===== config.mk =====
export PLATFORM = sky130hd
export DESIGN_NAME = min_max_contrast_stretch
export DESIGN_NICKNAME = d
export VERILOG_FILES = /design/src/mmcs_pkg.sv /design/src/mmcs_dp.sv /design/src/mmcs_ctrl.sv /design/src/min_max_contrast_stretch.sv
export SDC_FILE = /design/constraint.sdc
export NUM_CORES = 1
export LEC_CHECK = 0
export BUFFER_PORTS_ARGS = -buffer_cell sky130_fd_sc_hd__buf_2
export CELL_PAD_IN_SITES_DETAIL_PLACEMENT = 0
export CELL_PAD_IN_SITES_GLOBAL_PLACEMENT = 1
export CORE_UTILIZATION = 49
export DETAILED_ROUTE_END_ITERATION = 10
export GPL_ROUTABILITY_DRIVEN = 1
export PLACE_DENSITY = 0.85
export SYNTH_ARGS = -nofsm -noshare
export SYNTH_HDL_FRONTEND = slang
export SYNTH_SLANG_ARGS = --single-unit

===== constraint.sdc =====
create_clock -name clock -period 7.59 [get_ports clock]
set_input_delay 1.518 -clock clock [delete_from_list [all_inputs] [get_ports clock]]
set_output_delay 1.518 -clock clock [all_outputs]
set_load 0.005 [all_outputs]

===== src/mmcs_pkg.sv =====
// mmcs_pkg: shared types and constants of the min/max contrast stretch block
// holds controller states, command/status structs and register codes
// no dependencies
`timescale 1ns / 1ps

package mmcs_pkg;

   // width of the seed registers and of the configuration data, and of a pixel
   localparam int SEED_BITS  = 32;
   localparam int PIXEL_BITS = 8;

   // restoring divider: one quotient bit per step
   localparam int QUOT_STEPS = PIXEL_BITS;
   localparam int STEP_BITS  = $clog2(QUOT_STEPS);
   localparam logic [STEP_BITS-1:0] STEP_LAST = STEP_BITS'(QUOT_STEPS - 1);

   localparam logic [PIXEL_BITS-1:0] PIXEL_ZERO = '0;
   localparam logic [PIXEL_BITS-1:0] PIXEL_FULL = '1;

   // seed reset values
   localparam logic signed [SEED_BITS-1:0] MIN_SEED_RESET = 32'sd1000000;
   localparam logic signed [SEED_BITS-1:0] MAX_SEED_RESET = 32'sd0;

   // configuration register indexes
   localparam int CSR_INDEX_BITS = 1;
   localparam logic [CSR_INDEX_BITS-1:0] REG_MIN_SEED = 1'b0;
   localparam logic [CSR_INDEX_BITS-1:0] REG_MAX_SEED = 1'b1;

   // word kinds
   localparam logic KIND_MEASURE = 1'b0;
   localparam logic KIND_CONVERT = 1'b1;

   typedef enum logic [2:0] {
      ST_IDLE,
      ST_PREP,
      ST_LOAD,
      ST_DIVIDE,
      ST_EMIT
   } state_type;

   // controller to datapath
   typedef struct packed {
      logic accept_meas;
      logic accept_conv;
      logic prep;
      logic load_num;
      logic div_step;
      logic emit;
   } cmd_type;

   // datapath to controller
   typedef struct packed {
      logic special;
      logic div_done;
      logic out_busy;
   } sts_type;

endpackage


===== src/mmcs_dp.sv =====
// mmcs_dp: datapath of the min/max contrast stretch block
// seed registers, running min/max, range set-up, restoring divider, output register
// depends on mmcs_pkg
`timescale 1ns / 1ps

module mmcs_dp import mmcs_pkg::*; #(
   parameter int SAMPLE_BITS = 32
) (
   input  logic                          clock,
   input  logic                          reset,
   input  logic                          csr_we,
   input  logic [CSR_INDEX_BITS-1:0]     csr_index,
   input  logic [SEED_BITS-1:0]          csr_wdata,
   input  logic                          req_first,
   input  logic signed [SAMPLE_BITS-1:0] req_sample,
   input  cmd_type                       cmd,
   output sts_type                       sts,
   output logic                          rsp_valid,
   input  logic                          rsp_ready,
   output logic [PIXEL_BITS-1:0]         rsp_pixel
);

   localparam int WIDE      = (SAMPLE_BITS > SEED_BITS) ? SAMPLE_BITS : SEED_BITS;
   localparam int DIFF_BITS = WIDE + 1;
   localparam int REM_BITS  = WIDE + 2;
   localparam int NUM_BITS  = DIFF_BITS + PIXEL_BITS;

   logic signed [SEED_BITS-1:0] min_seed_ff, max_seed_ff;
   logic signed [WIDE-1:0]      run_min_ff, run_max_ff, run_min_in, run_max_in;
   logic signed [WIDE-1:0]      sample_x, base_min, base_max, x_ff;
   logic [DIFF_BITS-1:0]        d_ff, d_in, range_ff, range_in;
   logic                        zero_ff, full_ff, zero_in, full_in;
   logic [NUM_BITS-1:0]         num;
   logic [REM_BITS-1:0]         rem_ff, rem_in, rem_sh, range_ext;
   logic [PIXEL_BITS-1:0]       lo_ff, lo_in, quot_ff, quot_in;
   logic [STEP_BITS-1:0]        step_ff, step_in;
   logic                        fits;
   logic [PIXEL_BITS-1:0]       pixel_ff, pixel_in;
   logic                        rsp_valid_ff, rsp_valid_in;

   // seed registers
   always_ff @(posedge clock) begin
      if (reset) begin
         min_seed_ff <= MIN_SEED_RESET;
         max_seed_ff <= MAX_SEED_RESET;
      end else if (csr_we) begin
         unique case (csr_index)
            REG_MIN_SEED: min_seed_ff <= csr_wdata;
            REG_MAX_SEED: max_seed_ff <= csr_wdata;
            default: ;
         endcase
      end
   end

   // running min and max, reloaded from the seeds on a first measure word
   assign sample_x = WIDE'(req_sample);
   assign base_min = req_first ? WIDE'(min_seed_ff) : run_min_ff;
   assign base_max = req_first ? WIDE'(max_seed_ff) : run_max_ff;
   assign run_min_in = (sample_x < base_min) ? sample_x : base_min;
   assign run_max_in = (sample_x > base_max) ? sample_x : base_max;

   always_ff @(posedge clock) begin
      if (reset) begin
         run_min_ff <= WIDE'(MIN_SEED_RESET);
         run_max_ff <= WIDE'(MAX_SEED_RESET);
      end else if (cmd.accept_meas) begin
         run_min_ff <= run_min_in;
         run_max_ff <= run_max_in;
      end
   end

   // convert sample capture
   always_ff @(posedge clock) begin
      if (cmd.accept_conv) begin
         x_ff <= sample_x;
      end
   end

   // range set-up and out-of-range checks
   assign zero_in  = (run_max_ff <= run_min_ff) || (x_ff <= run_min_ff);
   assign full_in  = (x_ff >= run_max_ff);
   assign d_in     = DIFF_BITS'(x_ff) - DIFF_BITS'(run_min_ff);
   assign range_in = DIFF_BITS'(run_max_ff) - DIFF_BITS'(run_min_ff);

   always_ff @(posedge clock) begin
      if (cmd.prep) begin
         zero_ff  <= zero_in;
         full_ff  <= full_in;
         d_ff     <= d_in;
         range_ff <= range_in;
      end
   end

   // numerator 255*d, then one quotient bit per step
   assign num       = {d_ff, PIXEL_ZERO} - NUM_BITS'(d_ff);
   assign range_ext = REM_BITS'(range_ff);
   assign rem_sh    = {rem_ff[REM_BITS-2:0], lo_ff[PIXEL_BITS-1]};
   assign fits      = (rem_sh >= range_ext);

   always_comb begin
      rem_in  = rem_ff;
      lo_in   = lo_ff;
      quot_in = quot_ff;
      step_in = step_ff;
      if (cmd.load_num) begin
         rem_in  = REM_BITS'(num[NUM_BITS-1:PIXEL_BITS]);
         lo_in   = num[PIXEL_BITS-1:0];
         quot_in = PIXEL_ZERO;
         step_in = '0;
      end else if (cmd.div_step) begin
         rem_in  = fits ? (rem_sh - range_ext) : rem_sh;
         lo_in   = {lo_ff[PIXEL_BITS-2:0], 1'b0};
         quot_in = {quot_ff[PIXEL_BITS-2:0], fits};
         step_in = step_ff + 1'b1;
      end
   end

   always_ff @(posedge clock) begin
      rem_ff  <= rem_in;
      lo_ff   <= lo_in;
      quot_ff <= quot_in;
   end

   always_ff @(posedge clock) begin
      if (reset) begin
         step_ff <= '0;
      end else begin
         step_ff <= step_in;
      end
   end

   // output register
   always_comb begin
      priority if (zero_ff) begin
         pixel_in = PIXEL_ZERO;
      end else if (full_ff) begin
         pixel_in = PIXEL_FULL;
      end else begin
         pixel_in = quot_ff;
      end
   end

   always_comb begin
      priority if (cmd.emit) begin
         rsp_valid_in = 1'b1;
      end else if (rsp_ready) begin
         rsp_valid_in = 1'b0;
      end else begin
         rsp_valid_in = rsp_valid_ff;
      end
   end

   always_ff @(posedge clock) begin
      if (reset) begin
         rsp_valid_ff <= 1'b0;
      end else begin
         rsp_valid_ff <= rsp_valid_in;
      end
   end

   always_ff @(posedge clock) begin
      if (cmd.emit) begin
         pixel_ff <= pixel_in;
      end
   end

   assign rsp_valid = rsp_valid_ff;
   assign rsp_pixel = pixel_ff;

   // status back to the controller
   assign sts.special  = zero_ff || full_ff;
   assign sts.div_done = (step_ff == STEP_LAST);
   assign sts.out_busy = rsp_valid_ff && !rsp_ready;

   // restoring division keeps the partial remainder below the range
   a_rem_below_range: assert property (@(posedge clock) disable iff (reset)
      cmd.div_step |-> (rem_ff < range_ext))
      else $error("partial remainder not below range");

   // a taken word with nothing new behind it empties the output register
   a_out_drains: assert property (@(posedge clock) disable iff (reset)
      (rsp_valid_ff && rsp_ready && !cmd.emit) |=> !rsp_valid_ff)
      else $error("output word held after being taken");

   // a new word is never written over one still waiting
   a_no_overwrite: assert property (@(posedge clock) disable iff (reset)
      cmd.emit |-> !(rsp_valid_ff && !rsp_ready))
      else $error("pending output word overwritten");

endmodule


===== src/mmcs_ctrl.sv =====
// mmcs_ctrl: controller of the min/max contrast stretch block
// sequences accept, range set-up, divider steps and output hand-off
// depends on mmcs_pkg
`timescale 1ns / 1ps

module mmcs_ctrl import mmcs_pkg::*; (
   input  logic    clock,
   input  logic    reset,
   input  logic    req_valid,
   input  logic    req_kind,
   output logic    req_ready,
   input  sts_type sts,
   output cmd_type cmd
);

   state_type state_ff, state_in;

   // next state
   always_comb begin
      state_in = state_ff;
      unique case (state_ff)
         ST_IDLE: begin
            if (req_valid && (req_kind == KIND_CONVERT)) begin
               state_in = ST_PREP;
            end
         end
         ST_PREP: begin
            state_in = ST_LOAD;
         end
         ST_LOAD: begin
            state_in = sts.special ? ST_EMIT : ST_DIVIDE;
         end
         ST_DIVIDE: begin
            if (sts.div_done) begin
               state_in = ST_EMIT;
            end
         end
         ST_EMIT: begin
            if (!sts.out_busy) begin
               state_in = ST_IDLE;
            end
         end
         default: state_in = ST_IDLE;
      endcase
   end

   always_ff @(posedge clock) begin
      if (reset) begin
         state_ff <= ST_IDLE;
      end else begin
         state_ff <= state_in;
      end
   end

   // outputs
   always_comb begin
      cmd       = '0;
      req_ready = 1'b0;
      unique case (state_ff)
         ST_IDLE: begin
            req_ready       = 1'b1;
            cmd.accept_meas = req_valid && (req_kind == KIND_MEASURE);
            cmd.accept_conv = req_valid && (req_kind == KIND_CONVERT);
         end
         ST_PREP: begin
            cmd.prep = 1'b1;
         end
         ST_LOAD: begin
            cmd.load_num = !sts.special;
         end
         ST_DIVIDE: begin
            cmd.div_step = 1'b1;
         end
         ST_EMIT: begin
            cmd.emit = !sts.out_busy;
         end
         default: ;
      endcase
   end

   // the divider hands over as soon as its last bit is in
   a_div_to_emit: assert property (@(posedge clock) disable iff (reset)
      (state_ff == ST_DIVIDE && sts.div_done) |=> (state_ff == ST_EMIT))
      else $error("divider did not hand over after last step");

   // no work starts without an incoming word
   a_idle_holds: assert property (@(posedge clock) disable iff (reset)
      (state_ff == ST_IDLE && !req_valid) |=> (state_ff == ST_IDLE))
      else $error("left idle without a word");

   // a taken convert word always starts the range set-up
   a_conv_starts: assert property (@(posedge clock) disable iff (reset)
      (state_ff == ST_IDLE && req_valid && (req_kind == KIND_CONVERT))
      |=> (state_ff == ST_PREP))
      else $error("convert word did not start set-up");

endmodule


===== src/min_max_contrast_stretch.sv =====
// min_max_contrast_stretch: top level of the min/max contrast stretch block
// joins controller mmcs_ctrl and datapath mmcs_dp
// depends on mmcs_pkg, mmcs_ctrl, mmcs_dp
//
//   channel  direction  handshake              payload
//   req      in         req_valid / req_ready  req_kind, req_sample, req_first
//   rsp      out        rsp_valid / rsp_ready  rsp_pixel
//   csr      in         csr_we (no wait)       csr_index, csr_wdata
//
// a measure word is taken in one cycle, back to back, and gives no result
// a convert word passes range set-up, numerator load, divider and hand-off before the next
// word is taken; a pixel of 0 or 255 by range check skips the 8-step restoring divider
// the result sits in an output register; a measure word may be taken while it waits
// reset is one synchronous cycle, no clearing pass
// a stalled rsp holds the block in its hand-off state until the word is taken
`timescale 1ns / 1ps

module min_max_contrast_stretch import mmcs_pkg::*; #(
   parameter int SAMPLE_BITS = 32
) (
   input  logic                          clock,
   input  logic                          reset,
   input  logic                          csr_we,
   input  logic [CSR_INDEX_BITS-1:0]     csr_index,
   input  logic [SEED_BITS-1:0]          csr_wdata,
   input  logic                          req_valid,
   output logic                          req_ready,
   input  logic                          req_kind,
   input  logic signed [SAMPLE_BITS-1:0] req_sample,
   input  logic                          req_first,
   output logic                          rsp_valid,
   input  logic                          rsp_ready,
   output logic [PIXEL_BITS-1:0]         rsp_pixel
);

   cmd_type cmd;
   sts_type sts;

   // sequencing
   mmcs_ctrl u_ctrl (
      .clock     (clock),
      .reset     (reset),
      .req_valid (req_valid),
      .req_kind  (req_kind),
      .req_ready (req_ready),
      .sts       (sts),
      .cmd       (cmd)
   );

   // arithmetic and storage
   mmcs_dp #(
      .SAMPLE_BITS (SAMPLE_BITS)
   ) u_dp (
      .clock      (clock),
      .reset      (reset),
      .csr_we     (csr_we),
      .csr_index  (csr_index),
      .csr_wdata  (csr_wdata),
      .req_first  (req_first),
      .req_sample (req_sample),
      .cmd        (cmd),
      .sts        (sts),
      .rsp_valid  (rsp_valid),
      .rsp_ready  (rsp_ready),
      .rsp_pixel  (rsp_pixel)
   );

endmodule

==> out/summary.txt <==
Crit-path max FO: 63
First-pass GRT wire length: 80.5 mm
Hold WS: 456 ps
Most frequent cells in the layout: nand2_1, ha_1, a21oi_1
Post-Synthesis Cells: 2337
Synth Area per Inst: 8.79 um2
Input/output buffers: 81
Final Total Pwr: 4640 uW
Antenna Nets Post-Route: 0
Pwr dens: 207 nW/um2
R2R cell count: 12
Critical path endpoint: u_dp.run_max_ff[20]
Max-slew violation count: 0
WL/cell: 17.2 um
DRT Wirelength: 50.4 mm
CP Cell Sequence: buf_4 -> buf_4 -> mux2i_1 -> ha_1 -> a21o_1 -> a21o_1 -> a21oi_1 -> o21ai_0 -> a21oi_1 -> o221ai_1 -> o221ai_4 -> buf_4 -> nor2_1 -> o31ai_1
Slew Limit Headroom: 17.7%
Yosys warning count: 0
Max cap viols: 0
Post-CTS setup buffers: 0
R2r setup slk: 3840 ps
CTS Root Cell: clkbuf_16
Die Wd: 207 um
Clock slew at reported path FFs: 60 ps
Core Area: 41100 um2
Levels on crit path: 14
DRC viols: 0
Fin. Hold Viols: 0
Final instance area: 22400 um2
Largest net degree at the start of global routing: 89
Peak VDD IR: 0.167 mV
Number of synthesized flops with an enable pin: 149
Slowest-stage cell, CP: buf_4
Synth top area cells: edfxtp_1, dfxtp_1, ha_1
CP Launch Point: req_first
Fmax: 0.205 GHz
Area leader, netlist: edfxtp_1
Post-Place Cell Area: 21400 um2
Max stage delay on crit path: 570 ps
DR vias/cell: 5.66
Crit start category: input pin
H-tree level count: 1
Synth unique cells: 72
PostCTS Resize Cnt: 0
Seq cells post-synth: 292
Synthesized net count: 2634
Final Skew: 14.3 ps
Worst Slack Setup Final: 2700 ps
Worst-margin pin slew: 1230 ps
DP Worst Slack: 2210 ps
Most used cell, CP: buf_4
Core Rows: 74
Leakage: 0.00932 uW
FF-to-FF End: u_dp.rem_ff[4]
Worst Path Required: 8050 ps
Async set or reset register ratio after synthesis: 0%
Initial Util: 49.9%
Total track usage: 23.5%
Setup TNS: 0 ps
RSZ-0062 raised after global routing: no
CP Capture Type: flip-flop
Max Root-Sink Buffers: 3
I/O pins: 82
Via count: 16600
Outcome: completed
Layout net count: 2671
Top FF cell, synth: edfxtp_1
Commonest non-fill, non-tap cell in the layout: nand2_1
N_diodes: 0
Top delay family on crit path: buffers and inverters
Number of global-route vias before repair: 15600
Die Y: 207 um
Total congestion overflow: 0
Hold-fix buffers, CTS: 0
RR Startpoint: u_dp.rem_ff[1]
Worst Hold Class: reg -> reg
Initial antenna violation count: 0
CTS tree: done
Mapped cell area: 20500 um2
Final setup viols: 0
Final Critical Period: 4890 ps
Detailed Place HPWL: 39.4 mm
Sum of buffers and inverters on the critical path: 3
Number of DRC markers in iteration 0: 911
Seq/Total Area, Yosys: 35.7%
Later-pin clock latency in the skew report: 570 ps
CP arrival: 5350 ps
CTS Buf Count: 31
Layout area overhead: 8.92%
Routability cong.: 0.934
Router iterations before antenna repair: 5
Top cell type's share of synthesized area: 21.8%
Final period util: 64.4%
Share of cells above drive strength 1: 6.55%
WS Path Type: in -> reg
# clock sinks: 292
Full die area: 42700 um2
per-stage QoR:
stage                     util, %  std cells
after floorplan                 -       2337
after global placement       52.1       2873
after detailed placement     52.1       2873
after CTS                    54.4       2929
after global routing         54.4       2929
final                        54.4       2929
worst min path at each step:
stage	end	slack, ps	start	cells past startpoint
2_1_floorplan	u_dp.quot_ff[7]	430	u_dp.quot_ff[6]	2
3_3_place_gp	u_dp.quot_ff[7]	450	u_dp.quot_ff[7]	2
3_5_place_dp	u_dp.quot_ff[2]	450	u_dp.quot_ff[1]	2
4_1_cts	u_dp.min_seed_ff[20]	460	u_dp.min_seed_ff[20]	2
5_1_grt	u_dp.quot_ff[7]	470	u_dp.quot_ff[7]	2
6_report	u_dp.min_seed_ff[20]	460	u_dp.min_seed_ff[20]	2
flip-flops by register name, summed over array words and instances (netlist names), 8 cells and up:
name              cells
u_dp.run_min_ff      32
u_dp.rem_ff          33
u_dp.run_max_ff      32
u_dp.d_ff            33
u_dp.x_ff            32
u_dp.max_seed_ff     32
u_dp.min_seed_ff     32
u_dp.rsp_pixel        8
u_dp.quot_ff          8
u_dp.lo_ff            8
u_dp.range_ff        33
area by class of cell:
type,count,area [um2]
Timing Repair Buffer,96,523
Multi-Input combinational cell,1793,12300
Sequential cell,292,7340
Inverter,160,601
Clock inverter,17,131
Fill cell,3833,18700
Tap cell,532,666
Clock buffer,39,806
cells in the mapped netlist (40+ instances only):
master      n
and2_1     70
nor2_1    181
xor2_1     40
nand3_1    41
nand2_1   229
ha_1      222
clkbuf_1   80
mux2i_1    69
xnor2_1    77
inv_1     160
dfxtp_1   143
edfxtp_1  149
or3_1      70
a21oi_1   217
o21ai_0    99
a21o_1     87
o31ai_1    64
tightest hold or removal path, cell delays in order, from the launching register on:
cell and delay (ps):
dfxtp_1 310, nand2_1 50, a21oi_1 50
metal layers:
layer / GRT usage [%] / wire length [um] / vias up
li1: - / - / 8486
met1: 33.7 / 24600 / 7645
met2: 37.3 / 22300 / 352
met3: 1.98 / 2020 / 87
met4: 7.85 / 1510 / 0
met5: 0 / 0 / -
power by group:
group / switching, uW / internal, uW / total (uW) / leakage, uW
clock: 607 / 811 / 1420 / 0.000448
sequential: 77.0 / 1810 / 1880 / 0.00253
combinational: 778 / 557 / 1340 / 0.00634
total: 1460 / 3170 / 4640 / 0.00932
cells by family (layout without fill, tap and decap cells):
| kind of cell | count (synthesis) | after routing | share of synthesized area, % |
|---|---|---|---|
| AND/OR/NAND/NOR | 753 | 753 | 17.8 |
| AO/OA/AOI/OAI | 627 | 627 | 19.5 |
| XOR/XNOR | 117 | 117 | 4.99 |
| buffers and inverters | 252 | 312 | 4.63 |
| multiplexers | 71 | 71 | 3.47 |
| flip-flops | 292 | 292 | 35.7 |
| adder cells (fa/ha/maj) | 225 | 225 | 13.8 |
Note: power is estimated with default switching activity, not from simulation.
